### src/sv/fir_filter_direct_form_core_assert.svh
// Assertion macros for the FIR filter RTL.
`ifndef FIR_FILTER_DIRECT_FORM_CORE_ASSERT_SVH
`define FIR_FILTER_DIRECT_FORM_CORE_ASSERT_SVH

// Clocked assertion with an explicit clock and active-low reset.
`define FIRDF_ASSERT_CLK(label, clk, rst_n, prop, msg) \
  label: assert property (@(posedge clk) disable iff (!rst_n) (prop)) else $error(msg);

// Clocked assertion on the block clock and reset.
`define FIRDF_ASSERT(label, prop, msg) \
  `FIRDF_ASSERT_CLK(label, clk_i, rst_ni, prop, msg)

`endif

### src/sv/firdf_pkg.sv
// Shared types and constants of the FIR filter.
package firdf_pkg;

  localparam int COEF_W      = 16;
  localparam int COEF_IDX_W  = 6;
  localparam int TAP_COUNT_W = 7;
  localparam int MODE_W      = 2;
  localparam logic [TAP_COUNT_W-1:0] TAP_COUNT_RST = 7'd64;

  typedef enum logic [MODE_W-1:0] {
    MODE_FILTER = 2'd0,
    MODE_LOAD   = 2'd1,
    MODE_CLEAR  = 2'd2
  } mode_e;

  typedef enum logic [1:0] {
    S_IDLE = 2'b01,
    S_RUN  = 2'b10
  } state_e;

  typedef struct packed {
    logic shift;
    logic clear;
  } cell_ctrl_t;

endpackage

### src/sv/firdf_sat.sv
// Output scaling: arithmetic right shift and saturation to the sample width.
module firdf_sat #(
  parameter int SAMPLE_BITS    = 16,
  parameter int ACC_W          = 40,
  parameter int COEF_FRAC_BITS = 15
) (
  input  logic signed [ACC_W-1:0]       sum_i,
  output logic        [SAMPLE_BITS-1:0] y_o,
  output logic                          sat_o
);
  import firdf_pkg::*;

  localparam logic signed [ACC_W-1:0] HI = ACC_W'((64'sd1 <<< (SAMPLE_BITS - 1)) - 64'sd1);
  localparam logic signed [ACC_W-1:0] LO = -HI - ACC_W'(1);

  logic signed [ACC_W-1:0] scaled;

  assign scaled = sum_i >>> COEF_FRAC_BITS;

  always_comb begin
    if (scaled > HI) begin
      y_o   = HI[SAMPLE_BITS-1:0];
      sat_o = 1'b1;
    end else if (scaled < LO) begin
      y_o   = LO[SAMPLE_BITS-1:0];
      sat_o = 1'b1;
    end else begin
      y_o   = scaled[SAMPLE_BITS-1:0];
      sat_o = 1'b0;
    end
  end

endmodule

### config.mk
export PLATFORM = sky130hd
export DESIGN_NAME = firdf_sat
export DESIGN_NICKNAME = d
export VERILOG_FILES = /design/src/sv/fir_filter_direct_form_core_assert.svh /design/src/sv/firdf_pkg.sv /design/src/sv/firdf_sat.sv
export SDC_FILE = /design/constraint.sdc
export NUM_CORES = 1
export LEC_CHECK = 0
export ABC_AREA = 1
export CORE_AREA = 5 5 42 44
export DETAILED_ROUTE_END_ITERATION = 12
export DIE_AREA = 0 0 47 49
export DONT_BUFFER_PORTS = 1
export SYNTH_ARGS = -nofsm -noshare
export SYNTH_HDL_FRONTEND = slang
export SYNTH_SLANG_ARGS = --single-unit
### constraint.sdc
create_clock -name vclk -period 1.3
set_input_delay 0.13 -clock vclk [all_inputs]
set_output_delay 0.13 -clock vclk [all_outputs]
set_load 0.02 [all_outputs]
==> run metrics <==
status completed; crit path to y_o[9]; synthesized netlist cell count 50; crit path kind primary input to output pin; NetSw roughly 0.078 mW; most common library cell in the layout ignoring fill and taps nand2_1; met2 GRT Util ~13%; post-cts sizing count 0; Final Cycle Share 80.6%; CP Max Fanout 16; Max Clk Rate roughly 950 MHz; gr ovfl total 0; first-pass GRT wire length ~1.1 mm; die width roughly 47 µm; Placed Area 236 µm²; initial antenna violation count 0; Reg power frac 0%; Synthesis Warnings 0; Layout area overhead -2.58%; met3 usage 0.369%; largest net degree at the start of global routing 17; port bufs 0; Post-Syn Area ~240 µm²; area share of the largest cell type after synthesis between 50 and 60%; post-detailed-placement half-perimeter wirelength 642 µm; Die H about 49 µm; antenna viol nets, final 0; num rows 14; # IOs 57; met1 usage under 10%; Core Footprint ~0.0014 mm²; Setup Buffers After CTS 0; Pint around 0.022 mW; nets 89; Logic pwr share 100.0%; Area contributors post-synth nand2_1 54%, buf_6 9.3%, nor2_2 7.7%; vias in the first global route ~270; slew margin rel. about three quarters; Finished Cell Area 236 µm²; Hold Slack between 200 and 300 ps; Hold Path Class primary input to output pin; Total GRT Usage approximately 6.0%; Worst EP arrival 920 ps; DR iter-0 viols 4; setup tns final 0 ps; Worst Tran Pin Value ~380 ps; Layout Utilization between 10% and 20%; setup violators final 0; drt wl/cell around 12 µm; Sw Share around four fifths; setup ws final 252 ps; fillers approximately 180; starting density of the core 17.3%; GPL Wtd Cong roughly 0.52; DR pass1 iterations 2; routed wire length about 730 µm; Vias 284; Seq/Total Area, Yosys 0%; Yosys cell types 11; clock power share 0%; layout cell share with drive strength beyond 1 between 10 and 15%; DRC violations left 0; most frequent cells in the layout 35 x nand2_1, 3 x nor2_1, 3 x nor2_2; Vias/cell roughly 4.5; post-route minimum period about 1000 ps; die area roughly 0.0023 mm²; Synth area leader nand2_1; VDD IR max approximately 0.074 mV; Place WS between 200 and 250 ps; Net Count, Synth 90; CP Launch Point sum_i[36]; Startpoint Class primary input; Fin. Hold Viols 0; Cell Pwr Density about 420 mW/mm²; gr busiest metal met2; Critical Path Sink Type output pin; RSZ-0062 raised after global routing no; Antenna diodes 0; clk_buf instances 0; max-cap viol count 0; Seq Cell Count 0; Worst EP required approximately 1200 ps; FF+latch area 0 µm²; syn_area_per_cell approximately 4.9 µm²; max-slew violation count 0; Leakage about 0.12 nW; Hold-fix buffers, CTS 0
## cell type report
type	count	area (µm²)	area share (%)
inverters	1	3.75	1.59
multi-input cells	46	213	89.9
well taps	16	20.0	8.47
## per-stage QoR
stage / std cells / total power, mW
final: 63 / 0.0991
after global routing: 63 / 0.110
after detailed placement: 63 / 0.101
after CTS: 63 / 0.101
after global placement: 63 / 0.0995
after floorplan: 50 / 0.102
## metal layers
layer / part of all wire (%) / vias to the layer above
met4: 0 / 0
li1: - / 143
met1: 28 / 118
met3: 17 / 0
met5: 0 / -
met2: 55 / 23
## cells in the mapped netlist
cell and number:
buf_6 2, clkbuf_1 1, inv_1 1, nand2_1 35, nand2_2 1, nand2_4 1, nand3_1 1, nand3_2 1
nor2_1 3, nor2_2 3, o21bai_4 1
## power groups by stage
stage / Combinational, mW / Sequential [mW] / Clock [mW]
2_1_floorplan: 0.102 / 0 / 0
3_3_place_gp: 0.0995 / 0 / 0
3_5_place_dp: 0.101 / 0 / 0
4_1_cts: 0.101 / 0 / 0
5_1_grt: 0.110 / 0 / 0
6_report: 0.0991 / 0 / 0
## logic make-up after synthesis
logic type	after synthesis	share of synthesized area (%)
simple gates	45	79.9
buf+inv	4	12.4
compound gates	1	7.73
## worst min-delay path by stage
stage / start / endpoint / slack, ps / cells after the start
global placement: sum_i[39] / y_o[15] / 260 / 0
detailed placement: sum_i[39] / y_o[15] / 260 / 0
finish: sum_i[39] / y_o[15] / 260 / 0
global route: sum_i[39] / y_o[15] / 260 / 0
CTS: sum_i[39] / y_o[15] / 260 / 0
floorplan: sum_i[39] / y_o[15] / 400 / 1
## worst max-delay path, stage by stage
cell	delay (ps)
nor2_2	110
nand3_2	100
o21bai_4	330
nand2_1	240
(Power assumes the default switching activity.)
