### config.mk
export PLATFORM = sky130hd
export DESIGN_NAME = firdf_cell
export DESIGN_NICKNAME = d
export VERILOG_FILES = /design/src/sv/fir_filter_direct_form_core_assert.svh /design/src/sv/firdf_pkg.sv /design/src/sv/firdf_cell.sv
export SDC_FILE = /design/constraint.sdc
export NUM_CORES = 1
export LEC_CHECK = 0
export ABC_CLOCK_PERIOD_IN_PS = 5690
export BUFFER_PORTS_ARGS = -buffer_cell sky130_fd_sc_hd__clkbuf_2
export CORE_MARGIN = 5
export CORE_UTILIZATION = 50
export CTS_CLUSTER_DIAMETER = 100
export DETAILED_ROUTE_END_ITERATION = 6
export PLACE_DENSITY = 0.76
export SETUP_SLACK_MARGIN = 0.4
export SLEW_MARGIN = 15
export SYNTH_ARGS = -nofsm -noshare
export SYNTH_HDL_FRONTEND = slang
export SYNTH_SLANG_ARGS = --single-unit
### constraint.sdc
create_clock -name clk_i -period 5.69 [get_ports clk_i]
set_input_delay 1.138 -clock clk_i [delete_from_list [all_inputs] [get_ports clk_i]]
set_output_delay 1.138 -clock clk_i [all_outputs]
set_load 0.005 [all_outputs]
### src/sv/fir_filter_direct_form_core_assert.svh
// Assertion macros for the FIR filter RTL.
`ifndef FIR_FILTER_DIRECT_FORM_CORE_ASSERT_SVH
`define FIR_FILTER_DIRECT_FORM_CORE_ASSERT_SVH

// Clocked assertion with an explicit clock and active-low reset.
`define FIRDF_ASSERT_CLK(label, clk, rst_n, prop, msg) \
  label: assert property (@(posedge clk) disable iff (!rst_n) (prop)) else $error(msg);

// Clocked assertion on the block clock and reset.
`define FIRDF_ASSERT(label, prop, msg) \
  `FIRDF_ASSERT_CLK(label, clk_i, rst_ni, prop, msg)

`endif

### src/sv/firdf_pkg.sv
// Shared types and constants of the FIR filter.
package firdf_pkg;

  localparam int COEF_W      = 16;
  localparam int COEF_IDX_W  = 6;
  localparam int TAP_COUNT_W = 7;
  localparam int MODE_W      = 2;
  localparam logic [TAP_COUNT_W-1:0] TAP_COUNT_RST = 7'd64;

  typedef enum logic [MODE_W-1:0] {
    MODE_FILTER = 2'd0,
    MODE_LOAD   = 2'd1,
    MODE_CLEAR  = 2'd2
  } mode_e;

  typedef enum logic [1:0] {
    S_IDLE = 2'b01,
    S_RUN  = 2'b10
  } state_e;

  typedef struct packed {
    logic shift;
    logic clear;
  } cell_ctrl_t;

endpackage

### src/sv/firdf_cell.sv
// One tap cell: delay slot, coefficient, product register and partial-sum stage.
module firdf_cell #(
  parameter int SAMPLE_BITS = 16,
  parameter int ACC_W       = 40
) (
  input  logic                                clk_i,
  input  logic                                rst_ni,
  input  firdf_pkg::cell_ctrl_t               ctrl_i,
  input  logic                                coef_we_i,
  input  logic signed [firdf_pkg::COEF_W-1:0] coef_i,
  input  logic                                active_i,
  input  logic signed [SAMPLE_BITS-1:0]       sample_i,
  output logic signed [SAMPLE_BITS-1:0]       sample_o,
  input  logic signed [ACC_W-1:0]             sum_i,
  output logic signed [ACC_W-1:0]             sum_o
);
  import firdf_pkg::*;

  localparam int PROD_W = COEF_W + SAMPLE_BITS;

  logic signed [SAMPLE_BITS-1:0] sample_q;
  logic signed [COEF_W-1:0]      coef_q;
  logic signed [PROD_W-1:0]      prod_q;
  logic signed [ACC_W-1:0]       sum_q;
  logic signed [ACC_W-1:0]       term;

  always_ff @(posedge clk_i or negedge rst_ni) begin
    if (!rst_ni) begin
      sample_q <= '0;
      coef_q   <= '0;
    end else begin
      if (ctrl_i.clear) begin
        sample_q <= '0;
      end else if (ctrl_i.shift) begin
        sample_q <= sample_i;
      end
      if (coef_we_i) begin
        coef_q <= coef_i;
      end
    end
  end

  assign term = active_i ? {{(ACC_W-PROD_W){prod_q[PROD_W-1]}}, prod_q} : '0;

  always_ff @(posedge clk_i) begin
    prod_q <= coef_q * sample_q;
    sum_q  <= sum_i + term;
  end

  assign sample_o = sample_q;
  assign sum_o    = sum_q;

endmodule

==> flow_metrics.env <==
export IMPL_status="finished, violations left"
export IMPL_violations="setup timing"
export IMPL_fmax_ghz=0.171
export IMPL_final_cells=2203
export IMPL_yosys_area_share_adder_pct=45.7
export IMPL_finalSetupViolations=6
export IMPL_stdcell_area_um2=17600
export IMPL_async_flop_share_pct=30.8
export IMPL_yosys_warnings=0
export IMPL_drive_above_1_share_pct=23.6
export IMPL_synth_top_family_by_area="adder cells"
export IMPL_maxSlewViolCount=0
export IMPL_worstSetupPathType="reg2reg"
export IMPL_synth_cell_types=65
export IMPL_clockBufferDepth=2
export IMPL_num_rows=63
export IMPL_synth_enable_flop_cells=0
export IMPL_diodes=0
export IMPL_nNetsFinal=2270
export IMPL_p_leak_nw=9.01
export IMPL_synth_simple_area_share_pct=15.5
export IMPL_firstDrtPassIters=6
export IMPL_cp_start_kind="register"
export IMPL_preCtsSetupSlack_ns=-0.124
export IMPL_cts_hold_buffers_added=0
export IMPL_cts_made_buffers=9
export IMPL_setup_ws_ns=-0.171
export IMPL_post_route_min_period_ns=5.86
export IMPL_end_kind="register"
export IMPL_gp_congestion=0.905
export IMPL_wl_met1_mm=15.6
export IMPL_required_ns=5.95
export IMPL_grt_use_total_pct=22.0
export IMPL_grt_pass1_vias=12300
export IMPL_dpl_cell_count=2152
export IMPL_synth_compound_area_share_pct=8.34
export IMPL_dp_hpwl_mm=29.5
export IMPL_port_buffers=133
export IMPL_area_delta_synth_final_pct=18.7
export IMPL_postRouteAntennaNets=0
export IMPL_core_um2=29500
export IMPL_ios=134
export IMPL_cp_arrival_ns=6.12
export IMPL_vias=11500
export IMPL_placed_cell_area_um2=16600
export IMPL_h_tree_depth=3
export IMPL_maxCapViolations=0
export IMPL_die_area_um2=33200
export IMPL_fin_tns_setup_ns=-0.494
export IMPL_tightestPinTransition_ns=0.827
export IMPL_hold_class="reg2reg"
export IMPL_rsz0062_at_grt="yes"
export IMPL_drt_vias_per_instance=5.21
export IMPL_ys_ff_latch=104
export IMPL_synth_area_um2=14800
export IMPL_overflow=0
export IMPL_max_slew_margin_rel_pct=44.9
export IMPL_synth_area_mux_share_pct=2.43
export IMPL_wl_met2_mm=17.2
export IMPL_dieHeight_um=182
export IMPL_syn_num_nets=2048
export IMPL_fillers=2496
export IMPL_synthCells=1586
export IMPL_fp_dieW_um=182
export IMPL_antenna_found_initial=0
export IMPL_cp_max_fo=4
export IMPL_cts_root_buf="clkbuf_16"
export IMPL_synth_xor_area_share_pct=3.95
export IMPL_grt_max_degree=33
export IMPL_numClockSinks=104
export IMPL_seq_area_frac_synth_pct=15.1
export IMPL_initialDrtViolationCount=576
export IMPL_ys_flop_type="dfxtp_1"
export IMPL_grt_pass1_wl_mm=59.8
export IMPL_wire_per_inst_um=16.3
export IMPL_powerDensity_nw_per_um2=435
export IMPL_clk_latency_ns=0.37
export IMPL_wirelength_mm=35.9
export IMPL_cts_tree="yes"
export IMPL_irDropWorstVdd_v=0.000324
export IMPL_route_met3_wl_mm=2.31
export IMPL_period_share_pct=103
export IMPL_clock_skew_ns=0.0105
export IMPL_dr_max_layer_used="met4"
export IMPL_hold_viol_final=0
export IMPL_avgSynthCellArea_um2=9.36
export IMPL_drc=0
export IMPL_start_util_pct=50.3
export IMPL_path_clk_slew_ns=0.08
[cell usage after synthesis, types with 3 or more instances]
cell / instances / area, um^2
inv_1: 302 / 1130
fa_1: 263 / 5270
and2_1: 162 / 1010
nand2_1: 156 / 586
ha_1: 121 / 1510
dfxtp_1: 72 / 1440
a21oi_1: 62 / 310
nor2_1: 60 / 225
xnor2_1: 50 / 438
clkbuf_1: 48 / 180
dfrtp_1: 32 / 801
a21o_1: 31 / 233
o21ai_0: 26 / 130
mux2i_1: 18 / 180
nor3_1: 17 / 85.1
xor2_1: 17 / 149
mux2_2: 16 / 180
nand3_1: 13 / 65.1
and3_1: 10 / 62.6
nand2b_1: 9 / 56.3
o21ai_1: 8 / 40.0
nand4_1: 7 / 43.8
o21bai_1: 7 / 52.6
o21a_1: 6 / 45.0
a211o_1: 5 / 43.8
or3_1: 5 / 31.3
a211oi_1: 4 / 30.0
a31oi_1: 4 / 25.0
nor2b_1: 4 / 25.0
nor4_1: 4 / 25.0
a221oi_1: 3 / 26.3
buf_1: 3 / 11.3
[kinds of logic (layout without fill, tap and decap cells)]
family,count (synthesis),in the layout
AO/OA/AOI/OAI,186,186
buffers and inverters,354,581
flip-flops,104,104
AND/OR/NAND/NOR,457,457
adder cells (fa/ha/maj),384,384
multiplexers,34,34
XOR/XNOR,67,67
[layout make-up]
class / instances / area (um^2) / share of cell area (%)
Multi-Input combinational cell: 1128 / 11700 / 66.4
Timing Repair Buffer: 262 / 1720 / 9.78
Sequential cell: 104 / 2270 / 12.9
Clock buffer: 9 / 225 / 1.28
Tap cell: 390 / 488 / 2.77
Inverter: 303 / 1140 / 6.45
Clock inverter: 7 / 77.6 / 0.440
[worst max-delay path, cell delays in order, from the launching register on]
cell      delay (ns)
dfrtp_2         0.44
buf_6           0.13
and2_4          0.15
fa_1            0.47
inv_1           0.10
fa_2            0.45
fa_2            0.54
inv_2           0.04
fa_1            0.47
fa_1            0.51
inv_2           0.04
fa_1            0.48
inv_2           0.04
ha_4            0.27
o21ai_2         0.07
a211o_1         0.33
or4_4           0.45
a21oi_4         0.16
nor3_4          0.06
o311ai_1        0.28
a21oi_1         0.12
xnor2_1         0.13
[flip-flops by register name, indices dropped and copies added, names as in the netlist]
| register | count |
|---|---|
| prod_q | 32 |
| sample_o | 16 |
| sum_o | 40 |
| coef_q | 16 |
[per-layer routing]
layer | GRT usage [%] | up-vias
met5 | 0 | -
met4 | 6.51 | 0
met1 | 29.6 | 5649
met3 | 3.85 | 68
met2 | 36.6 | 386
li1 | - | 5377
[cell usage in the layout (no fill, tap or decap), types with 50 or more instances in the layout]
master,synthesis,layout
nor2_1,60,58
and2_1,162,148
clkbuf_2,0,133
a21oi_1,62,56
inv_1,302,278
buf_4,0,110
ha_1,121,109
nand2_1,156,151
fa_1,263,244
dfxtp_1,72,72
xnor2_1,50,50
[report_power, final]
part	switching (W)	internal [W]	leakage [nW]
logic	0.00305	0.00282	7.89
registers	0.0000970	0.00104	0.979
clock network	0.000317	0.000347	0.147
[worst paths after layout]
kind	startpoint	endpoint	slack, ns	cells after the start
worst max-delay path	coef_q[7]	prod_q[30]	-0.17	21
worst max register to register	coef_q[7]	prod_q[30]	-0.17	21
worst min register to register	prod_q[0]	sum_o[0]	0.56	2
min in group asynchronous	rst_ni	sample_o[5]	0.85	1
max in group asynchronous	rst_ni	coef_q[11]	4.27	1
worst min-delay path	prod_q[0]	sum_o[0]	0.56	2
[timing repair]
action | CTS | global route
endpoints found under the setup margin | 18 | 19
gates resized for setup | 64 | 69
buffers inserted | 19 | 16
pin swaps | 30 | 41
[per-stage QoR]
stage,util (%),hold slack [ns],total power (W)
2_1_floorplan,-,0.524,0.00488
5_1_grt,59.8,0.620,0.00844
3_3_place_gp,56.5,0.534,0.00608
4_1_cts,58.6,0.572,0.00716
3_5_place_dp,56.5,0.554,0.00622
6_report,59.8,0.564,0.00767
(Power assumes the default switching activity.)
